## src/hdl/ofc_pkg.sv

```systemverilog
// ----------------------------------------------------------------------------
// ofc_pkg: shared types, constants and font for the OLED page frame composer
// Frame geometry, item kinds, register indexes, the 5x7 font and the
// structs that travel between the composer's units.
// ----------------------------------------------------------------------------
`default_nettype none

package ofc_pkg;

  // Frame geometry
  localparam int FRAME_WIDTH  = 128;
  localparam int FRAME_HEIGHT = 64;
  localparam int TEXT_COLUMNS = 21;

  localparam int PAGE_COUNT = FRAME_HEIGHT / 8;
  localparam int STORE_SIZE = FRAME_WIDTH * PAGE_COUNT;
  localparam int ADDR_W     = $clog2(STORE_SIZE);

  // Text cells
  localparam int CELL_PITCH = 6;
  localparam int GLYPH_COLS = 5;
  localparam int GX_W       = $clog2(TEXT_COLUMNS * CELL_PITCH);

  // Luminance weights and field widths
  localparam int W_BLUE  = 11;
  localparam int W_GREEN = 59;
  localparam int W_RED   = 30;
  localparam int LUMA_W  = 15;
  localparam logic [LUMA_W-1:0] LUMA_THRESHOLD_RST = 15'd12800;

  // Item kinds
  typedef enum logic [1:0] {
    KIND_CLEAR = 2'd0,
    KIND_GLYPH = 2'd1,
    KIND_PIXEL = 2'd2,
    KIND_READ  = 2'd3
  } kind_t;

  // Register indexes
  localparam logic [1:0] CFG_COLOUR_SOURCE  = 2'd0;
  localparam logic [1:0] CFG_BOTTOM_UP      = 2'd1;
  localparam logic [1:0] CFG_LUMA_THRESHOLD = 2'd2;

  typedef struct packed {
    logic              colour_source;
    logic              bottom_up;
    logic [LUMA_W-1:0] luma_threshold;
  } cfg_t;

  // Prepared pixel update, ready for the read-modify-write
  typedef struct packed {
    logic              on;
    logic              wr_en;
    logic [ADDR_W-1:0] addr;
    logic [7:0]        mask;
  } pix_t;

  // Five columns of one character, first column in the top byte
  function automatic logic [8*GLYPH_COLS-1:0] font_glyph(input logic [7:0] code);
    logic [7:0]              folded;
    logic [8*GLYPH_COLS-1:0] g;
    folded = code;
    if (code >= "a" && code <= "z") begin
      folded = code - 8'd32;
    end
    case (folded)
      "A": g = 40'h7e1111117e;
      "B": g = 40'h7f49494936;
      "C": g = 40'h3e41414122;
      "D": g = 40'h7f4141221c;
      "E": g = 40'h7f49494941;
      "F": g = 40'h7f09090901;
      "G": g = 40'h3e4149497a;
      "H": g = 40'h7f0808087f;
      "I": g = 40'h00417f4100;
      "J": g = 40'h2040413f01;
      "K": g = 40'h7f08142241;
      "L": g = 40'h7f40404040;
      "M": g = 40'h7f020c027f;
      "N": g = 40'h7f0408107f;
      "O": g = 40'h3e4141413e;
      "P": g = 40'h7f09090906;
      "Q": g = 40'h3e4151215e;
      "R": g = 40'h7f09192946;
      "S": g = 40'h4649494931;
      "T": g = 40'h01017f0101;
      "U": g = 40'h3f4040403f;
      "V": g = 40'h1f2040201f;
      "W": g = 40'h3f4038403f;
      "X": g = 40'h6314081463;
      "Y": g = 40'h0708700807;
      "Z": g = 40'h6151494543;
      "0": g = 40'h3e5149453e;
      "1": g = 40'h00427f4000;
      "2": g = 40'h4261514946;
      "3": g = 40'h2141454b31;
      "4": g = 40'h1814127f10;
      "5": g = 40'h2745454539;
      "6": g = 40'h3c4a494930;
      "7": g = 40'h0171090503;
      "8": g = 40'h3649494936;
      "9": g = 40'h064949291e;
      ".": g = 40'h0060600000;
      ":": g = 40'h0036360000;
      "-": g = 40'h0808080808;
      "/": g = 40'h2010080402;
      ">": g = 40'h0041221408;
      default: g = '0;
    endcase
    return g;
  endfunction

  // One column byte of a character
  function automatic logic [7:0] font_column(input logic [7:0] code, input logic [2:0] col);
    logic [8*GLYPH_COLS-1:0] g;
    g = font_glyph(code);
    return g[8*(GLYPH_COLS-1-int'(col)) +: 8];
  endfunction

endpackage

`default_nettype wire

```

## src/hdl/ofc_pixel_unit.sv

```systemverilog
// ----------------------------------------------------------------------------
// ofc_pixel_unit: pixel decision and frame position
// Turns one bitmap pixel into an on/off bit and a frame byte address and
// bit mask; results are registered when the item is accepted.
// ----------------------------------------------------------------------------
`default_nettype none

module ofc_pixel_unit (
  input  wire logic          clk,
  input  wire logic          load,
  input  wire ofc_pkg::cfg_t cfg,
  input  wire logic [6:0]    pixel_x,
  input  wire logic [5:0]    pixel_y,
  input  wire logic [7:0]    byte_blue,
  input  wire logic [7:0]    byte_green,
  input  wire logic [7:0]    byte_red,
  output ofc_pkg::pix_t      pix
);

  logic [ofc_pkg::LUMA_W-1:0] luma;
  logic                       mono_bit;
  logic                       on;
  logic                       in_frame;
  logic [31:0]                dy;
  ofc_pkg::pix_t              pix_r;
  ofc_pkg::pix_t              pix_nxt;

  // Weigh the colour bytes and pick the source of the pixel bit
  always_comb begin
    luma = ofc_pkg::LUMA_W'(byte_blue)  * ofc_pkg::LUMA_W'(ofc_pkg::W_BLUE)
         + ofc_pkg::LUMA_W'(byte_green) * ofc_pkg::LUMA_W'(ofc_pkg::W_GREEN)
         + ofc_pkg::LUMA_W'(byte_red)   * ofc_pkg::LUMA_W'(ofc_pkg::W_RED);
    mono_bit = byte_blue[~pixel_x[2:0]];
    on = cfg.colour_source ? (luma < cfg.luma_threshold) : mono_bit;
  end

  // Map the source row and build address and mask
  always_comb begin
    in_frame = (32'(pixel_y) < ofc_pkg::FRAME_HEIGHT) && (32'(pixel_x) < ofc_pkg::FRAME_WIDTH);
    dy = cfg.bottom_up ? 32'(ofc_pkg::FRAME_HEIGHT - 1) - 32'(pixel_y) : 32'(pixel_y);
    pix_nxt.on    = on;
    pix_nxt.wr_en = on && in_frame && (dy < 32'(ofc_pkg::PAGE_COUNT * 8));
    pix_nxt.addr  = ofc_pkg::ADDR_W'((dy >> 3) * ofc_pkg::FRAME_WIDTH + 32'(pixel_x));
    pix_nxt.mask  = 8'(1) << dy[2:0];
  end

  // Hold the prepared update for the read-modify-write
  always_ff @(posedge clk) begin
    if (load) begin
      pix_r <= pix_nxt;
    end
  end

  assign pix = pix_r;

endmodule

`default_nettype wire

```

## config.mk

```make
export PLATFORM = sky130hd
export DESIGN_NAME = ofc_pixel_unit
export DESIGN_NICKNAME = d
export VERILOG_FILES = /design/src/hdl/ofc_pkg.sv /design/src/hdl/ofc_pixel_unit.sv
export SDC_FILE = /design/constraint.sdc
export NUM_CORES = 1
export LEC_CHECK = 0
export ABC_AREA = 1
export BUFFER_PORTS_ARGS = -buffer_cell sky130_fd_sc_hd__buf_2
export CAP_MARGIN = 15
export CORE_MARGIN = 8
export CORE_UTILIZATION = 45
export DETAILED_ROUTE_END_ITERATION = 10
export PLACE_DENSITY = 0.78
export SKIP_CTS_REPAIR_TIMING = 1
export SLEW_MARGIN = 10
export SYNTH_ARGS = -nofsm -noshare
export SYNTH_HDL_FRONTEND = slang
export SYNTH_SLANG_ARGS = --single-unit
```

## constraint.sdc

```tcl
create_clock -name clk -period 5.58 [get_ports clk]
set_clock_uncertainty 0.15 [all_clocks]
set_input_delay 0.837 -clock clk [delete_from_list [all_inputs] [get_ports clk]]
set_output_delay 0.837 -clock clk [all_outputs]
set_load 0.05 [all_outputs]
```

After elaboration in Yosys (flattened, before gate mapping):

Cells that the tools add are included.

* register bits: 20
* input port bits: 56
* output and inout port bits: 20

* add/subtract/negate cells: 4
* multiply operators: 3
* magnitude comparators: 3
* shift operators: 1
* muxes and demuxes: 4
* bitwise logic cells: 1
* reduce and logical (&&, ||, !) cells: 1

Operator list (number)
* 32-bit by 7-bit < comparator with 1-bit output, second input constant: 1
* 32-bit two-way mux: 1
* 8-bit by 4-bit multiplier with 12-bit output, second input constant: 2
* 12-bit by 14-bit adder with 15-bit output: 1
* 15-bit by 13-bit adder with 15-bit output: 1
* 15-bit < comparator: 1
* 8-bit by 6-bit multiplier with 14-bit output, second input constant: 1
* 10-bit by 7-bit adder with 10-bit output: 1
* 1-bit by 3-bit << shifter with 8-bit output, first input constant: 1
* 6-bit by 6-bit subtractor with 7-bit output, first input constant: 1
* 3-bit by 4-bit < comparator with 1-bit output, second input constant: 1
* 1-bit binary-select mux with 3-bit select: 1
* 3-bit NOT: 1
* 1-bit two-way mux: 2
* 1-bit logical AND: 1

Logic depth before layout (Yosys ltp):

Gate-level depths: netlist of the first run.

* depth after elaboration: 6
* depth in mapped cells: 31
* depth with buffers taken out: 31

Worst setup path before layout of the first run:

No wires, ideal clock.

* path type: input-to-reg
* start: input port byte_red[4]
* end: register pix_r, in the netlist pix[19] (data pin)
* setup time: 0.252 ns
* arrival time: 5.686 ns
* path slack: -0.508 ns
* stages: 29
* buffers on the path: 0
* cells stage by stage: inv_1 -> fa_1 -> fa_1 -> inv_1 -> ha_1 -> nand3_1 -> nand3_1 -> xor2_1 -> fa_1 -> fa_1 -> inv_1 -> fa_1 -> inv_1 -> ha_1 -> nand2_1 -> inv_1 -> nand2_1 -> nand2_1 -> inv_1 -> nand2_1 -> xor2_1 -> ha_1 -> nand2_1 -> inv_1 -> nand2_1 -> a21oi_1 -> nor2_1 -> nand2_1 -> nand2_1

* longest elaborated chain between the ends: 4

RTL lines
* start: declaration: RTL line ofc_pixel_unit.sv:16 `input wire logic [7:0] byte_red,`
* 8-bit by 4-bit multiplier with 12-bit output: RTL line ofc_pixel_unit.sv:32 `+ ofc_pkg::LUMA_W'(byte_red) * ofc_pkg::LUMA_W'(ofc_pkg::W_RED);`
* 15-bit by 13-bit adder with 15-bit output: RTL line ofc_pixel_unit.sv:32
* 15-bit < comparator: RTL line ofc_pixel_unit.sv:34 `on = cfg.colour_source ? (luma < cfg.luma_threshold) : mono_bit;`
* 1-bit two-way mux: RTL line ofc_pixel_unit.sv:34
* named net on: RTL line ofc_pixel_unit.sv:22 `logic on;`
* end signal: assignment: RTL line ofc_pixel_unit.sv:50 `pix_r <= pix_nxt;`
* end: declaration: RTL line ofc_pixel_unit.sv:25 `ofc_pkg::pix_t pix_r;`

The timed path passes the listed nets, and every way through them passes these cells.
A chain may end at the register's enable or synchronous reset.

Worst setup path after layout of the first run:

* start: input port byte_red[3]
* end: register pix_r, in the netlist pix[19] (data pin)

Same word-level chain as after synthesis.

==> results of run 1 <==
## worst max-delay path by stage
| stage | endpoint | slack, ns | cells past startpoint | start |
|---|---|---|---|---|
| floorplan | pix[19] | -0.32 | 27 | byte_red[2] |
| global placement | pix[19] | -0.74 | 32 | byte_red[3] |
| detailed placement | pix[19] | -0.84 | 30 | byte_red[3] |
| CTS | pix[19] | -0.58 | 30 | byte_red[3] |
| global route | pix[19] | -0.80 | 31 | byte_red[5] |
| finish | pix[19] | -0.47 | 32 | byte_red[3] |
## per-layer routing
layer,routed length (microns),vias up
met1,4306,1740
met5,0,-
met3,680,13
met2,4988,101
li1,-,1858
met4,138,0
## cell usage after synthesis, types with 3 or more instances
cell type                  count  area share, %
sky130_fd_sc_hd__xor2_1       14            2.8
sky130_fd_sc_hd__fa_1         64             29
sky130_fd_sc_hd__ha_1         77             22
sky130_fd_sc_hd__a21oi_1      12            1.4
sky130_fd_sc_hd__inv_1       159             13
sky130_fd_sc_hd__o21bai_1      3           0.51
sky130_fd_sc_hd__nand2_1     114            9.6
sky130_fd_sc_hd__nand4_1       7           0.99
sky130_fd_sc_hd__nor2_1       29            2.4
sky130_fd_sc_hd__nand3_1      22            2.5
sky130_fd_sc_hd__edfxtp_1     19             13
## logic make-up after synthesis
family / after synthesis
AOI/OAI and AO/OA: 21
xor gates and xnor gates: 17
adders and majority gates: 141
buffers and inverters: 161
DFF: 19
and+or+nand+nor: 176
## per-stage QoR
stage | worst slack [ns] | utilization (%) | instances | cell area (sq um)
floorplan | -0.3202 | - | 535 | 4577
global placement | -0.7448 | 56.46 | 790 | 5468
detailed placement | -0.8376 | 56.46 | 790 | 5468
CTS | -0.5844 | 56.96 | 794 | 5517
global route | -0.8006 | 58.32 | 795 | 5648
finish | -0.4692 | 58.32 | 795 | 5648
## cells in the final DEF (no fill, tap or decap), types with 2 or more instances in the layout
cell	n
sky130_fd_sc_hd__inv_1	153
sky130_fd_sc_hd__nand2_1	106
sky130_fd_sc_hd__buf_2	75
sky130_fd_sc_hd__ha_1	66
sky130_fd_sc_hd__fa_1	62
sky130_fd_sc_hd__buf_4	50
sky130_fd_sc_hd__nor2_1	25
sky130_fd_sc_hd__nand3_1	19
sky130_fd_sc_hd__edfxtp_1	19
sky130_fd_sc_hd__xor2_1	13
sky130_fd_sc_hd__ha_4	11
sky130_fd_sc_hd__nand4_1	7
sky130_fd_sc_hd__nand2_2	6
sky130_fd_sc_hd__a21oi_2	6
sky130_fd_sc_hd__nor2_2	5
sky130_fd_sc_hd__nand3_2	5
sky130_fd_sc_hd__a21oi_1	5
sky130_fd_sc_hd__clkinvlp_4	4
sky130_fd_sc_hd__inv_2	3
sky130_fd_sc_hd__o21bai_1	3
sky130_fd_sc_hd__clkbuf_8	3
sky130_fd_sc_hd__nand2_4	2
sky130_fd_sc_hd__a21o_1	2
sky130_fd_sc_hd__o21ai_0	2
sky130_fd_sc_hd__xnor2_1	2
sky130_fd_sc_hd__fa_2	2
## layout make-up
type                    instances  area (sq um)  area share [%]
multi-input cells             355          3503           62.03
repair buffers                125         750.7           13.29
inverters                     159         608.1           10.77
flip-flops and latches         19         570.5           10.10
well taps                     133         166.4           2.946
clock buffers                   3         41.29          0.7311
clock inverters                 1         7.507          0.1329
==> PnR_summary.wiki, run 1 <==
{| class="wikitable"
! Metric !! Value
|-
| Kind of capture point of the worst setup path || flop
|-
| CTS tree || yes
|-
| I/O pin count || 76
|-
| Maximum number of buffers from clock root to sink || 2
|-
| Area of the die || about 0.013 sq mm
|-
| Failing checks || setup timing
|-
| Critical path's most frequent cell || sky130_fd_sc_hd__nand2_1
|-
| Fin crit period || approximately 6.0 ns
|-
| HPWL after detailed placement || 9260 microns
|-
| Share of the cycle needed by the critical path after routing || 108.4%
|-
| Clk sinks || 19
|-
| Area growth syn-to-layout || 27.08%
|-
| Leftover overflow at the end of global routing || 0
|-
| Port buffer count || 75
|-
| Number of iterations in the first detailed-routing pass || 4
|-
| Arrival time of the worst setup path || 5.92 ns
|-
| Overall die height || 115.4 microns
|-
| Layer with the highest usage || met2
|-
| Slack of the critical path || -0.4692 ns
|-
| Type of the worst min-delay path || in2reg
|-
| Routed Antenna Nets || 0
|-
| Fmax || ~0.17 GHz
|-
| Post-Route Setup TNS || -0.4692 ns
|-
| Outcome || complete, but fails checks
|-
| CTS Root Buffer Type || sky130_fd_sc_hd__clkbuf_8
|-
| Core Area || between 0.009 and 0.01 sq mm
|-
| CP peak stage delay || 0.58 ns
|-
| Via count of the first global-routing pass || 4049
|-
| Largest fanout of any net on the critical path || 4
|-
| # diodes || 0
|-
| Clock edge transition at the registers on the reported setup and hold paths || ~0.07 ns
|-
| Number of antenna violations at the first check in global routing || 0
|-
| Starting density of the core || a little under half
|-
| Post-Synth Adder-Cell Area || about 50%
|-
| Layout fillers || approximately 840
|-
| Total via count after detailed routing || 3712
|-
| EDFF count, synth || 19
|-
| Number of nets produced by synthesis || ~730
|-
| Endpoint with the worst hold slack || pix[13]
|-
| Met2 Track Usage GR || 30.27%
|-
| Prevailing post-synth register cell || sky130_fd_sc_hd__edfxtp_1
|-
| Library cells used by synthesis || 22
|-
| Number of nets in the final layout || 860
|-
| Cell area after technology mapping || between 0.004 and 0.005 sq mm
|-
| Hold slack || just over 0.6 ns
|-
| Post-synthesis register bit count || 19
|-
| First-pass GRT wire length || between 15000 and 20000 microns
|-
| Global Route Usage Sum || between 10% and 20%
|-
| Residual DRC count || 0
|-
| Critical Path Slowest Stage Cell || sky130_fd_sc_hd__fa_1
|-
| Clock H-tree levels || 1
|-
| Yosys Warn Count || 0
|-
| Number of buffer and inverter instances along the worst setup path || 8
|-
| Gate family responsible for the most delay along the worst path || adder cells
|-
| Required time reported for the critical path endpoint || 5.45 ns
|-
| GPL Wtd Cong || roughly 0.92
|-
| Max-slew violation total from the final report || 0
|-
| Detailed-route wire length || ~10000 microns
|-
| Fraction of synthesized area in multiplexers || 0%
|-
| Sequential fraction of the synthesis area || between 10% and 20%
|-
| Avg WL per Cell || approximately 13 microns
|-
| Relative max-transition margin || 72.22%
|-
| Drt first-iter violations || 151
|-
| Floorplan die width || 115.4 microns
|-
| Count of cells along the worst hold path || 1
|-
| Max reg flops || 19
|-
| Hold Startpoint || pixel_x[5]
|-
| Fraction of registers with async set or reset after synthesis || 0%
|-
| Count of maximum capacitance violations || 0
|-
| Avg Cell Area, Syn || ~8.3 sq um
|-
| Simple-gate share of the synthesized area || 16.30%
|-
| Met1 global-route usage || roughly 18%
|-
| Area fraction in compound gates after synthesis || roughly 2.7%
|-
| Met3 Track Usage GR || 2.363%
|-
| Cells after synthesis || ~540
|-
| Setup-violating endpoint count in the final report || 1
|-
| Fraction of final layout cells sized beyond drive strength 1 || approximately a quarter
|-
| RSZ-0062 raised after global routing || true
|-
| Nature of the critical path startpoint || input port
|-
| Pin count of the biggest net entering global routing || 20
|-
| Number of CTS-inserted buffers || 3
|-
| Dominant combinational cell family by area after synthesis || adder cells
|-
| Critical path type || in2reg
|-
| Slew at the pin with the worst max-slew slack || 0.4166 ns
|-
| Detailed-route vias per instance || between 4 and 5
|-
| Xor/xnor share of the synthesized area || ~3.8%
|-
| Row count || 36
|-
| Hold Violations, Final || 0
|}
Power of run 1 is not shown: default switching activity piles up to over one toggle a cycle in this logic, so the estimate is an artifact.
==> run 2, diff against run 1 <==
--- a/config.mk
+++ b/config.mk
@@ -9,9 +9,9 @@
 export BUFFER_PORTS_ARGS = -buffer_cell sky130_fd_sc_hd__buf_2
 export CAP_MARGIN = 15
 export CORE_MARGIN = 8
-export CORE_UTILIZATION = 45
+export CORE_UTILIZATION = 53
 export DETAILED_ROUTE_END_ITERATION = 10
-export PLACE_DENSITY = 0.78
+export PLACE_DENSITY = 0.88
 export SKIP_CTS_REPAIR_TIMING = 1
 export SLEW_MARGIN = 10
 export SYNTH_ARGS = -nofsm -noshare
==> PnR_summary.wiki, run 2 (synthesized netlist as in run 1, its figures left out) <==
{| class="wikitable"
! Metric !! Value
|-
| Outcome || complete, but fails checks
|-
| Failing checks || setup timing
|-
| Residual DRC count || 0
|-
| # diodes || 0
|-
| Overall die height || around 110 microns
|-
| Type of the worst min-delay path || in2reg
|-
| Setup-violating endpoint count in the final report || 1
|-
| Area of the die || roughly 0.012 sq mm
|-
| Most used cells in the layout excluding fill and tap cells || sky130_fd_sc_hd__inv_1 (155), sky130_fd_sc_hd__nand2_1 (106), sky130_fd_sc_hd__buf_2 (75), sky130_fd_sc_hd__ha_1 (65), sky130_fd_sc_hd__fa_1 (63)
|-
| Count of non-filler cells in the finished layout || 770
|-
| Post-Route Setup TNS || -0.5848 ns
|-
| Count of cells along the worst hold path || 1
|-
| Routed Antenna Nets || 0
|-
| Port buffer count || 75
|-
| Fin crit period || 6.165 ns
|-
| Fmax || about 0.16 GHz
|-
| Kind of capture point of the worst setup path || flop
|-
| Detailed-route wire length || between 10000 and 15000 microns
|-
| Layer with the highest usage || met2
|-
| HPWL after detailed placement || 9991 microns
|-
| Clk sinks || 19
|-
| Drt first-iter violations || about 180
|-
| RSZ-0062 raised after global routing || true
|-
| Required time reported for the critical path endpoint || 5.44 ns
|-
| Instance count after placement with tap cells included || between 700 and 800
|-
| Count of maximum capacitance violations || 0
|-
| Starting density of the core || a little over half
|-
| Met2 Track Usage GR || a little over a third
|-
| Detailed-route vias per instance || approximately 5.1
|-
| Largest fanout of any net on the critical path || 4
|-
| First-pass GRT wire length || around 18000 microns
|-
| Critical path's most frequent cell || sky130_fd_sc_hd__nand2_1
|-
| Area after DPL || roughly 0.0054 sq mm
|-
| Arrival time of the worst setup path || 6.03 ns
|-
| CTS Root Buffer Type || sky130_fd_sc_hd__clkbuf_8
|-
| Number of nets in the final layout || approximately 860
|-
| Max reg flops || 19
|-
| Number of iterations in the first detailed-routing pass || 4
|-
| CP peak stage delay || between 0.5 and 0.6 ns
|-
| Fraction of final layout cells sized beyond drive strength 1 || between 20% and 30%
|-
| Area growth syn-to-layout || 26.80%
|-
| Slack of the critical path || -0.5848 ns
|-
| Met3 Track Usage GR || around 3.3%
|-
| Slew at the pin with the worst max-slew slack || approximately 0.4 ns
|-
| Most common cell after layout, fill and taps aside || sky130_fd_sc_hd__inv_1
|-
| Number of antenna violations at the first check in global routing || 0
|-
| Hold Startpoint || pixel_x[4]
|-
| Leftover overflow at the end of global routing || 0
|-
| Clock H-tree levels || 1
|-
| Floorplan die width || 107.6 microns
|-
| Critical Path Slowest Stage Cell || sky130_fd_sc_hd__fa_1
|-
| Critical path type || in2reg
|-
| Avg WL per Cell || roughly 15 microns
|-
| Global Route Usage Sum || between 10% and 20%
|-
| CTS tree || yes
|-
| Max-slew violation total from the final report || 0
|-
| Share of the cycle needed by the critical path after routing || 110.5%
|-
| Nature of the critical path startpoint || input port
|-
| Hold Violations, Final || 0
|-
| Pin count of the biggest net entering global routing || 20
|-
| Row count || 33
|-
| Met1 global-route usage || about a fifth
|-
| Core Area || ~0.0082 sq mm
|-
| I/O pin count || 76
|-
| Endpoint with the worst hold slack || pix[12]
|-
| Relative max-transition margin || 72.70%
|-
| Number of CTS-inserted buffers || 3
|-
| Total via count after detailed routing || about 4000
|-
| Finished layout cell area || about 0.0056 sq mm
|-
| GPL Wtd Cong || between 0.9 and 1
|-
| Via count of the first global-routing pass || between 4000 and 5000
|-
| Clock edge transition at the registers on the reported setup and hold paths || roughly 0.07 ns
|-
| Maximum number of buffers from clock root to sink || 2
|}
run 2: cell count changes in the layout (fill, tap and decap cells not counted), moves of 2 or more:
cell | previous run | this run
sky130_fd_sc_hd__inv_2 | 3 | 1
sky130_fd_sc_hd__inv_1 | 153 | 155
sky130_fd_sc_hd__nor2_2 | 5 | 3
sky130_fd_sc_hd__buf_4 | 50 | 53
run 2: worst max-delay path: cells and delay by family:
family,cells,cell delay (ns)
AOI/OAI and AO/OA,1,0.11
adders and majority gates,8,3.15
buffers and inverters,9,0.74
and+or+nand+nor,12,0.81
xor gates and xnor gates,2,0.37
run 2: how the worst max path moves through the flow:
| stage | startpoint | end | cells after the start |
|---|---|---|---|
| global placement | byte_red[2] | pix[19] | 24 |
| finish | byte_red[5] | pix[19] | 32 |
| detailed placement | byte_red[3] | pix[19] | 32 |
| global route | byte_red[5] | pix[19] | 31 |
| floorplan | byte_red[2] | pix[19] | 27 |
| CTS | byte_red[3] | pix[19] | 32 |
run 2: area by class of cell:
cell class	instances	area (sq um)
clock buffer	3	41.29
clock inverter	1	7.507
fill	618	2540
inverter	159	608.1
multi-input combinational	355	3503
sequential	19	570.5
tap	105	131.4
timing repair buffer	128	773.2
run 2: per-layer routing:
| layer | vias up | wire, microns |
|---|---|---|
| met1 | 1855 | 4279 |
| li1 | 1861 | - |
| met2 | 161 | 5914 |
| met3 | 42 | 821 |
| met5 | - | 0 |
| met4 | 0 | 405 |
run 2: through the flow:
step           utilization (%)  setup WS (ns)  hold slack (ns)
5_1_grt                  68.93        -0.9230           0.6027
2_1_floorplan                -        -0.3202           0.7859
6_report                 68.93        -0.5848           0.6095
3_3_place_gp             66.54        -0.6694           0.8658
4_1_cts                  67.14        -0.6038           0.6037
3_5_place_dp             66.54        -0.8710           0.8716
Power of run 2 is left out for the same reason.
